$ cat config.mk
export PLATFORM = sky130hd
export DESIGN_NAME = adaptive_mains_notch_filter_top
export DESIGN_NICKNAME = d
export VERILOG_FILES = /design/src/amnf_pkg.sv /design/src/adaptive_mains_notch_filter_top.sv /design/src/amnf_cfg.sv /design/src/amnf_store.sv /design/src/amnf_calc.sv
export SDC_FILE = /design/constraint.sdc
export NUM_CORES = 2
export LEC_CHECK = 0
export ABC_CLOCK_PERIOD_IN_PS = 20500
export BUFFER_PORTS_ARGS = -buffer_cell sky130_fd_sc_hd__buf_4
export CORE_MARGIN = 10
export CORE_UTILIZATION = 38
export CTS_CLUSTER_SIZE = 12
export DETAILED_ROUTE_END_ITERATION = 6
export GPL_TIMING_DRIVEN = 1
export PLACE_DENSITY_LB_ADDON = 0.3
export SLEW_MARGIN = 25
export SYNTH_ARGS = -nofsm -noshare
export SYNTH_HDL_FRONTEND = slang
export SYNTH_HIERARCHICAL = 1
export SYNTH_SLANG_ARGS = --single-unit
export TNS_END_PERCENT = 20
$ cat constraint.sdc
create_clock -name clk -period 20.5 [get_ports clk]
set_clock_uncertainty 0.2 [all_clocks]
set_input_delay 3.075 -clock clk [delete_from_list [all_inputs] [get_ports clk]]
set_output_delay 3.075 -clock clk [all_outputs]
set_load 0.05 [all_outputs]
$ cat src/amnf_pkg.sv
// Shared types and constants for the adaptive mains notch filter.
// No dependencies; used by every module of the block.
package amnf_pkg;

    localparam int CHANNELS = 8;
    localparam int IDX_W    = (CHANNELS > 1) ? $clog2(CHANNELS) : 1;
    localparam int CH_W     = 3;
    localparam int SMP_W    = 16;
    localparam int DRIFT_W  = 6;
    localparam int ADDR_W   = 5;
    localparam int TDATA_W  = 24;

    localparam logic                 FILTER_ON_RST  = 1'b0;
    localparam logic [3:0]           ACTIVE_CH_RST  = 4'd3;
    localparam logic signed [15:0]   COEF_START_RST = 16'sd23206;
    localparam logic signed [15:0]   COEF_UPPER_RST = 16'sd23495;
    localparam logic signed [15:0]   COEF_LOWER_RST = 16'sd23061;

    // Drift counter trip level and the amount it falls back after a step
    localparam logic signed [DRIFT_W-1:0] DRIFT_LIMIT = 6'sd16;
    localparam logic signed [DRIFT_W-1:0] DRIFT_BACK  = 6'sd8;

    typedef enum logic [2:0] {
        REG_FILTER_ON  = 3'd0,
        REG_ACTIVE_CH  = 3'd1,
        REG_COEF_START = 3'd2,
        REG_COEF_UPPER = 3'd3,
        REG_COEF_LOWER = 3'd4
    } reg_idx_t;

    typedef struct packed {
        logic               filter_on;
        logic [3:0]         active_channels;
        logic signed [15:0] coef_upper;
        logic signed [15:0] coef_lower;
    } cfg_t;

    // Store clear request issued with every write to a defined register
    typedef struct packed {
        logic               clear;
        logic signed [15:0] coef_load;
    } clr_t;

    typedef struct packed {
        logic signed [15:0]        coef;
        logic signed [15:0]        noise_last;
        logic signed [15:0]        noise_prev;
        logic signed [15:0]        sample_last;
        logic signed [DRIFT_W-1:0] drift;
    } chan_state_t;

endpackage

$ cat src/adaptive_mains_notch_filter_top.sv
// Adaptive mains notch filter: takes one sample per clock while not back-pressured
// and returns it with the tracked power-line tone removed, via the input register
// and then the update and result register. Throughput is one sample per cycle
// while the sink takes results, set by the single 17x16 multiply and the channel
// state read-modify-write, both combinational between the two registers. Each
// channel keeps its own oscillator state, so interleaved channels and repeats of
// the same channel run back to back. Any write to a defined register clears all
// channel state and reloads the start coefficient at once.
// Depends on amnf_pkg, amnf_cfg, amnf_store, amnf_calc.
module adaptive_mains_notch_filter_top (
    input  logic                          clk,
    input  logic                          rst_n,
    input  logic                          s_tvalid,
    output logic                          s_tready,
    input  logic [amnf_pkg::TDATA_W-1:0]  s_tdata,   // [2:0] channel, [18:3] sample
    output logic                          m_tvalid,
    input  logic                          m_tready,
    output logic [amnf_pkg::TDATA_W-1:0]  m_tdata,   // [2:0] out_channel, [18:3] filtered
    input  logic                          psel,
    input  logic                          penable,
    input  logic                          pwrite,
    input  logic [amnf_pkg::ADDR_W-1:0]   paddr,
    input  logic [31:0]                   pwdata,
    output logic [31:0]                   prdata,
    output logic                          pready
);

    amnf_pkg::cfg_t              cfg;
    amnf_pkg::clr_t              clr;
    amnf_pkg::chan_state_t       cur_state;
    amnf_pkg::chan_state_t       upd_state;

    logic                        in_valid_reg;
    logic [amnf_pkg::CH_W-1:0]   in_channel_reg;
    logic signed [15:0]          in_sample_reg;
    logic                        out_valid_reg;
    logic [amnf_pkg::CH_W-1:0]   out_channel_reg;
    logic signed [15:0]          out_filtered_reg;

    logic                        advance;
    logic                        calc_fire;
    logic                        active;
    logic signed [15:0]          filtered_next;
    logic [amnf_pkg::IDX_W-1:0]  ch_idx;

    amnf_cfg u_cfg (
        .clk     (clk),
        .rst_n   (rst_n),
        .psel    (psel),
        .penable (penable),
        .pwrite  (pwrite),
        .paddr   (paddr),
        .pwdata  (pwdata),
        .prdata  (prdata),
        .pready  (pready),
        .cfg     (cfg),
        .clr     (clr)
    );

    assign ch_idx = amnf_pkg::IDX_W'(in_channel_reg);

    amnf_store u_store (
        .clk      (clk),
        .rst_n    (rst_n),
        .clr      (clr),
        .rd_idx   (ch_idx),
        .rd_state (cur_state),
        .wr_en    (calc_fire && active),
        .wr_idx   (ch_idx),
        .wr_state (upd_state)
    );

    amnf_calc u_calc (
        .channel  (in_channel_reg),
        .sample   (in_sample_reg),
        .cfg      (cfg),
        .cur      (cur_state),
        .upd      (upd_state),
        .active   (active),
        .filtered (filtered_next)
    );

    assign advance   = !out_valid_reg || m_tready;
    assign calc_fire = in_valid_reg && advance;
    assign s_tready  = !in_valid_reg || advance;

    always_ff @(posedge clk or negedge rst_n)
    begin
        if (!rst_n)
        begin
            in_valid_reg  <= 1'b0;
            out_valid_reg <= 1'b0;
        end
        else
        begin
            if (s_tvalid && s_tready)
            begin
                in_valid_reg <= 1'b1;
            end
            else if (calc_fire)
            begin
                in_valid_reg <= 1'b0;
            end

            if (calc_fire)
            begin
                out_valid_reg <= 1'b1;
            end
            else if (m_tready)
            begin
                out_valid_reg <= 1'b0;
            end
        end
    end

    always_ff @(posedge clk)
    begin
        if (s_tvalid && s_tready)
        begin
            in_channel_reg <= s_tdata[amnf_pkg::CH_W-1:0];
            in_sample_reg  <= $signed(s_tdata[amnf_pkg::CH_W +: amnf_pkg::SMP_W]);
        end
        if (calc_fire)
        begin
            out_channel_reg  <= in_channel_reg;
            out_filtered_reg <= filtered_next;
        end
    end

    assign m_tvalid = out_valid_reg;
    assign m_tdata  = {{(amnf_pkg::TDATA_W - amnf_pkg::CH_W - amnf_pkg::SMP_W){1'b0}},
                       out_filtered_reg, out_channel_reg};

    // With filtering off the sample must come out untouched
    a_bypass: assert property (@(posedge clk) disable iff (!rst_n)
        (calc_fire && !cfg.filter_on) |=>
            (m_tdata[amnf_pkg::CH_W +: amnf_pkg::SMP_W] == $past(in_sample_reg)))
        else $error("bypassed sample altered");

    // Drift counter settles back inside the trip band after every update
    a_drift_band: assert property (@(posedge clk) disable iff (!rst_n)
        (calc_fire && active) |->
            (upd_state.drift <= amnf_pkg::DRIFT_LIMIT
             && upd_state.drift >= -amnf_pkg::DRIFT_LIMIT))
        else $error("drift counter out of band");

    // Stored coefficient respects ordered clamps
    a_coef_clamp: assert property (@(posedge clk) disable iff (!rst_n)
        (calc_fire && active && cfg.coef_lower <= cfg.coef_upper) |->
            (upd_state.coef <= cfg.coef_upper && upd_state.coef >= cfg.coef_lower))
        else $error("coefficient outside clamps");

    // Input side only backs up when a finished result is held by the sink
    a_backpressure: assert property (@(posedge clk) disable iff (!rst_n)
        !s_tready |-> (m_tvalid && !m_tready && in_valid_reg))
        else $error("input stalled without output backpressure");

endmodule

$ cat src/amnf_cfg.sv
// APB register file: enable, active channel count, coefficient start and clamps.
// Depends on amnf_pkg.
module amnf_cfg (
    input  logic                        clk,
    input  logic                        rst_n,
    input  logic                        psel,
    input  logic                        penable,
    input  logic                        pwrite,
    input  logic [amnf_pkg::ADDR_W-1:0] paddr,
    input  logic [31:0]                 pwdata,
    output logic [31:0]                 prdata,
    output logic                        pready,
    output amnf_pkg::cfg_t              cfg,
    output amnf_pkg::clr_t              clr
);

    logic               filter_on_reg;
    logic [3:0]         active_channels_reg;
    logic signed [15:0] coef_start_reg;
    logic signed [15:0] coef_upper_reg;
    logic signed [15:0] coef_lower_reg;
    logic               wr_en;
    logic               known_reg;
    amnf_pkg::reg_idx_t idx;

    assign pready = 1'b1;
    assign wr_en  = psel && penable && pwrite && pready;
    assign idx    = amnf_pkg::reg_idx_t'(paddr[amnf_pkg::ADDR_W-1:2]);

    always_comb
    begin
        known_reg = 1'b1;
        prdata    = 32'd0;
        case (idx)
            amnf_pkg::REG_FILTER_ON:  prdata = {31'd0, filter_on_reg};
            amnf_pkg::REG_ACTIVE_CH:  prdata = {28'd0, active_channels_reg};
            amnf_pkg::REG_COEF_START: prdata = {16'd0, coef_start_reg};
            amnf_pkg::REG_COEF_UPPER: prdata = {16'd0, coef_upper_reg};
            amnf_pkg::REG_COEF_LOWER: prdata = {16'd0, coef_lower_reg};
            default:                  known_reg = 1'b0;
        endcase
    end

    always_ff @(posedge clk or negedge rst_n)
    begin
        if (!rst_n)
        begin
            filter_on_reg       <= amnf_pkg::FILTER_ON_RST;
            active_channels_reg <= amnf_pkg::ACTIVE_CH_RST;
            coef_start_reg      <= amnf_pkg::COEF_START_RST;
            coef_upper_reg      <= amnf_pkg::COEF_UPPER_RST;
            coef_lower_reg      <= amnf_pkg::COEF_LOWER_RST;
        end
        else if (wr_en)
        begin
            case (idx)
                amnf_pkg::REG_FILTER_ON:  filter_on_reg       <= pwdata[0];
                amnf_pkg::REG_ACTIVE_CH:  active_channels_reg <= pwdata[3:0];
                amnf_pkg::REG_COEF_START: coef_start_reg      <= pwdata[15:0];
                amnf_pkg::REG_COEF_UPPER: coef_upper_reg      <= pwdata[15:0];
                amnf_pkg::REG_COEF_LOWER: coef_lower_reg      <= pwdata[15:0];
                default:                  ;
            endcase
        end
    end

    assign cfg.filter_on       = filter_on_reg;
    assign cfg.active_channels = active_channels_reg;
    assign cfg.coef_upper      = coef_upper_reg;
    assign cfg.coef_lower      = coef_lower_reg;

    // Any write to a defined register restarts every channel
    assign clr.clear     = wr_en && known_reg;
    assign clr.coef_load = (idx == amnf_pkg::REG_COEF_START) ? $signed(pwdata[15:0])
                                                             : coef_start_reg;

endmodule

$ cat src/amnf_store.sv
// Per-channel oscillator state: one read port, one write port, bulk clear.
// Depends on amnf_pkg.
module amnf_store (
    input  logic                       clk,
    input  logic                       rst_n,
    input  amnf_pkg::clr_t             clr,
    input  logic [amnf_pkg::IDX_W-1:0] rd_idx,
    output amnf_pkg::chan_state_t      rd_state,
    input  logic                       wr_en,
    input  logic [amnf_pkg::IDX_W-1:0] wr_idx,
    input  amnf_pkg::chan_state_t      wr_state
);

    amnf_pkg::chan_state_t state_reg [amnf_pkg::CHANNELS];

    assign rd_state = state_reg[rd_idx];

    always_ff @(posedge clk or negedge rst_n)
    begin
        if (!rst_n)
        begin
            for (int i = 0; i < amnf_pkg::CHANNELS; i++)
            begin
                state_reg[i] <= '{coef: amnf_pkg::COEF_START_RST, default: '0};
            end
        end
        else if (clr.clear)
        begin
            for (int i = 0; i < amnf_pkg::CHANNELS; i++)
            begin
                state_reg[i] <= '{coef: clr.coef_load, default: '0};
            end
        end
        else if (wr_en)
        begin
            state_reg[wr_idx] <= wr_state;
        end
    end

endmodule

$ cat src/amnf_calc.sv
// One-sample update of a channel's noise oscillator and the filtered output.
// Depends on amnf_pkg.
module amnf_calc (
    input  logic [amnf_pkg::CH_W-1:0]   channel,
    input  logic signed [15:0]          sample,
    input  amnf_pkg::cfg_t              cfg,
    input  amnf_pkg::chan_state_t       cur,
    output amnf_pkg::chan_state_t       upd,
    output logic                        active,
    output logic signed [15:0]          filtered
);

    logic signed [32:0]                   prod;
    logic signed [15:0]                   est_raw;
    logic signed [15:0]                   est_adj;
    logic signed [15:0]                   est_sh;
    logic signed [15:0]                   nl_sh;
    logic signed [17:0]                   err_w;
    logic signed [15:0]                   err;
    logic                                 err_pos;
    logic                                 err_neg;
    logic signed [amnf_pkg::DRIFT_W-1:0]  drift1;
    logic signed [amnf_pkg::DRIFT_W-1:0]  drift2;
    logic signed [15:0]                   c_step;
    logic signed [15:0]                   c_hi;
    logic signed [15:0]                   c_clamp;

    assign active = cfg.filter_on
                 && ({1'b0, channel} < cfg.active_channels)
                 && (32'(channel) < amnf_pkg::CHANNELS);

    // Oscillator prediction: (2*last*coef)>>15 - before_last, all wrapped to 16 bits
    assign prod    = $signed({cur.noise_last, 1'b0}) * cur.coef;
    assign est_raw = $signed(prod[30:15]) - cur.noise_prev;

    assign est_sh = est_raw >>> 3;
    assign nl_sh  = cur.noise_last >>> 3;
    assign err_w  = (18'(sample) - 18'(est_sh)) - (18'(cur.sample_last) - 18'(nl_sh));
    assign err    = $signed(err_w[15:0]);
    assign err_neg = err[15];
    assign err_pos = !err[15] && (err != 16'sd0);

    always_comb
    begin
        est_adj = est_raw;
        drift1  = cur.drift;
        if (err_pos)
        begin
            est_adj = est_raw + 16'sd1;
            drift1  = (est_adj > 16'sd0) ? cur.drift + 6'sd1 : cur.drift - 6'sd1;
        end
        else if (err_neg)
        begin
            est_adj = est_raw - 16'sd1;
            drift1  = (est_adj < 16'sd0) ? cur.drift + 6'sd1 : cur.drift - 6'sd1;
        end
    end

    always_comb
    begin
        c_step = cur.coef;
        drift2 = drift1;
        if (drift1 < -amnf_pkg::DRIFT_LIMIT)
        begin
            c_step = cur.coef - 16'sd1;
            drift2 = drift1 + amnf_pkg::DRIFT_BACK;
        end
        else if (drift1 > amnf_pkg::DRIFT_LIMIT)
        begin
            c_step = cur.coef + 16'sd1;
            drift2 = drift1 - amnf_pkg::DRIFT_BACK;
        end
    end

    // Upper clamp first; the lower clamp wins when the limits are inverted
    assign c_hi    = (c_step > cfg.coef_upper) ? cfg.coef_upper : c_step;
    assign c_clamp = (c_hi < cfg.coef_lower) ? cfg.coef_lower : c_hi;

    assign upd.coef        = c_clamp;
    assign upd.noise_last  = est_adj;
    assign upd.noise_prev  = cur.noise_last;
    assign upd.sample_last = sample;
    assign upd.drift       = drift2;

    assign filtered = active ? sample - (est_adj >>> 3) : sample;

endmodule
==> flow_summary_export.csv <==
group,metric,value,unit
run_status,status,"complete, no violations",
cts,cts_tree,"yes",
synthesis,synth_cells,5000,
floorplanning,die_x,374,µm
placed_design,numPortBuffers,81,
synthesis,post_synth_xor_area_fraction,0.0188,
cts,clock_latency,670,ps
worst_setup_path,required,20770,ps
cts,clk_pin_slew_worst_paths,60,ps
synthesis,muxShareOfSynthArea,0.108,
worst_setup_path,rr_startpoint,"ch_idx[1]",
worst_hold_path,hold_depth,2,
cts,cts-root-buf,"clkbuf_16",
floorplanning,rows,129,
worst_setup_path,cp_common_cell,"fa_1",
cts,htreeDepth,3,
worst_setup_path,crit_family,"compound AO/OA/AOI/OAI gates",
worst_setup_path,critical_path_buf_inv_count,9,
sta,rsz0062_at_grt,"no",
sta,drv_slew,0,
routing,post-route-drc-count,0,
synthesis,synth_ff_type,"dfrtp_1",
synthesis,synthTopCellsByArea,"dfrtp_1 28%, fa_1 12%, nand2_1 8.4%, mux4_2 6.6%, a21oi_1 5.2%",
cts,holdBufCountCts,0,
finish,nFillCells,12009,
finish,largest_reg_flops,560,
worst_setup_path,cp.arrival,19790,ps
finish,layout.nets,5370,
worst_hold_path,hold_path_end,"u_store/state_reg[159]",
synthesis,yosys.area.top_type,"dfrtp_1",
routing,vias,36570,
cts,clk_path_buf_depth,3,
global_route,grt_pass1_vias,36685,
cts,cts.sinks,653,
synthesis,ys_ff_latch,653,
worst_setup_path,cp_slowest_cell,"mux2_2",
global_route,grt_overflow,0,
worst_setup_path,timing.rr.end,"u_store/state_reg[58]",
synthesis,synth_top_family_by_area,"adder cells",
synthesis,synth-seq-area-share,0.350,
global_route,grt_pass1_wl,227000,µm
global_route,grt_antenna_before_repair,2,
floorplanning,core,0.124,mm²
routing,drtIter0Drc,3501,
synthesis,synthAdderAreaFrac,0.160,
routing,routed-wl-met2,68200,µm
floorplanning,start_util,0.384,
routing,wl_per_cell,22.6,µm
worst_hold_path,hold_class,"flip-flop to flip-flop",
routing,ant_nets,0,
cts,cts_buffers,78,
placed_design,hpwl,99300,µm
placed_design,place_congestion,0.947,
synthesis,synth_area_per_cell,9.52,µm²
worst_setup_path,slowest_delay,540,ps
synthesis,synth_simple_gate_area_share,0.159,
worst_setup_path,worst_setup_path_end_kind,"flip-flop",
sta,hold_violations,0,
worst_setup_path,crit_type,"flip-flop to flip-flop",
flow_run,maxCapViolations,0,
synthesis,synthesis.area,0.0476,mm²
synthesis,async_flop_share,0.942,
global_route,grt_max_degree,219,
floorplanning,die-area,0.140,mm²
routing,top_layer_used,"met4",
worst_setup_path,r2r_slack,980,ps
routing,vias_per_cell,5.57,
sta,period_needed,19520,ps
routing,wirelength,148000,µm
synthesis,synth_top_area_frac,0.275,
global_route,grt_use_total,0.206,
routing,first_pass_iters,6,
worst_hold_path,hold_start,"u_store/state_reg[159]",
routing,met1_length,66700,µm
sta,max_clock_freq,51.2,MHz
finish,drive_gt1_frac,0.168,
sta,tightest_slew,1190,ps
synthesis,synth_compound_area_frac,0.120,
synthesis,synth_warnings,6,
sta,min_period_over_period,0.952,
worst_setup_path,critPathLaunchType,"flip-flop",
synthesis,synth_edf_count,38,
synthesis,synth_cell_types,115,
routing,dr_wl_met3,10100,µm
worst_setup_path,reg2regPathDepth,74,
worst_setup_path,path_max_fanout,23,
floorplanning,io_pins,127,
floorplanning,die_h,374,µm
sta,maxSlewHeadroom,0.209,
sta,fin_setup_tns,0,ps
sta,setup_viol,0,
finish,area_delta_synth_final,9.53,%
routing by layer:
layer / track usage / up-vias
li1: - / 16414
met1: 0.293 / 18670
met2: 0.327 / 1302
met3: 0.0336 / 184
met4: 0.0503 / 0
met5: 0 / -
final cells by class:
type	count	area, µm²	area share
inverters	452	1710	0.0327
multi-input cells	3466	27300	0.524
well taps	1637	2050	0.0393
diodes	3	7.51	0.000144
clock inverters	26	255	0.00489
flip-flops and latches	653	16600	0.319
clock buffers	116	2370	0.0454
repair buffers	209	1790	0.0344
logic make-up (layout without fill, tap and decap cells):
group,after synthesis,in the layout
adders and majority gates,442,442
muxes,315,315
xor gates and xnor gates,102,102
and+or+nand+nor,1676,1676
AOI/OAI and AO/OA,909,909
buffers and inverters,900,803
other,3,25
DFF,653,653
cell usage in the layout, fill, tap and decap left out, types with 14 or more instances in the layout:
master     netlist  routed
buf_12           0      14
o21a_1          15      15
o211ai_1        14      14
mux2_2         146     143
clkbuf_16        0      83
dfstp_2         91      91
o21ai_0         54      54
nand2b_1        26      26
fa_1           278     278
mux2i_1         20      20
nand3_1         17      17
nor2_2           2      14
conb_1           3      22
a31oi_1         17      17
and2_1         119     116
a21o_1          25      25
nor3_1         162     161
nand4_1         15      15
nand2_1       1067    1067
clkbuf_8         0      19
clkbuf_1       170      15
a21oi_1        496     494
dfrtp_1        524     524
ha_1           164     164
nor2_1         116     101
edfxtp_1        38      38
buf_4           77     191
xor2_1          33      33
mux4_2         140     140
and3_1          14      14
xnor2_1         69      63
inv_1          444     442
a211oi_1       145     144
a22oi_1         19      19
nor2b_1         39      39
how the worst max path moves through the flow:
stage              start                      to  slack (ps)  cells after the start
2_1_floorplan  ch_idx[1]  u_store/state_reg[137]        2300                     86
3_3_place_gp   ch_idx[1]   u_store/state_reg[69]         300                     76
3_5_place_dp   ch_idx[1]  u_store/state_reg[349]         240                     77
4_1_cts        ch_idx[1]  u_store/state_reg[349]         120                     77
5_1_grt        ch_idx[1]   u_store/state_reg[58]           8                     78
6_report       ch_idx[1]   u_store/state_reg[58]         980                     74
per-stage QoR:
stage / instance area (µm²) / instances / setup slack (ps) / utilization / hold slack [ps]
4_1_cts: 51800 / 6550 / 119 / 0.417 / 319
5_1_grt: 52100 / 6559 / 8.21 / 0.420 / 332
3_5_place_dp: 49200 / 6408 / 236 / 0.396 / 311
3_3_place_gp: 49200 / 6408 / 302 / 0.396 / 306
6_report: 52200 / 6562 / 976 / 0.420 / 318
2_1_floorplan: 47700 / 5019 / 2300 / - / 297
worst reg2reg max path, delay by kind of cell, from the launching register on:
family	cells	cell delay [ps]
compound gates	31	6460
xor+xnor	5	1390
fa+ha+maj	13	5630
buf+inv	9	1260
flops	1	380
mux	3	1400
simple gates	13	2590
cells in the mapped netlist (13+ instances only):
master and n:
a211oi_1 145, edfxtp_1 38, mux4_2 140, nor4_1 14, mux2i_1 20, o21ai_0 54
nand2b_1 26, a31oi_1 17, a21o_1 25, inv_1 444, nand3_1 17, fa_1 278
a21oi_1 496, dfrtp_1 524, dfstp_2 91, nand4_1 15, buf_2 151, xnor2_1 69
o31ai_1 13, o2bb2ai_1 13, nor3_1 162, nand2_1 1067, buf_6 22, xor2_1 33
nor2b_1 39, ha_1 164, buf_4 77, o211ai_1 14, nor2_1 116, buf_1 27
a22oi_1 19, clkbuf_1 170, and2_1 119, mux2_2 146, and3_1 14, o21a_1 15
what timing repair did:
action	4_1_cts	5_1_grt
endpoints found under the hold margin	0	0
endpoints found under the setup margin	0	128
buffers inserted	0	6
resized for setup	0	46
Power is not shown: default switching activity piles up to over one toggle a cycle in this logic, so the estimate is an artifact.
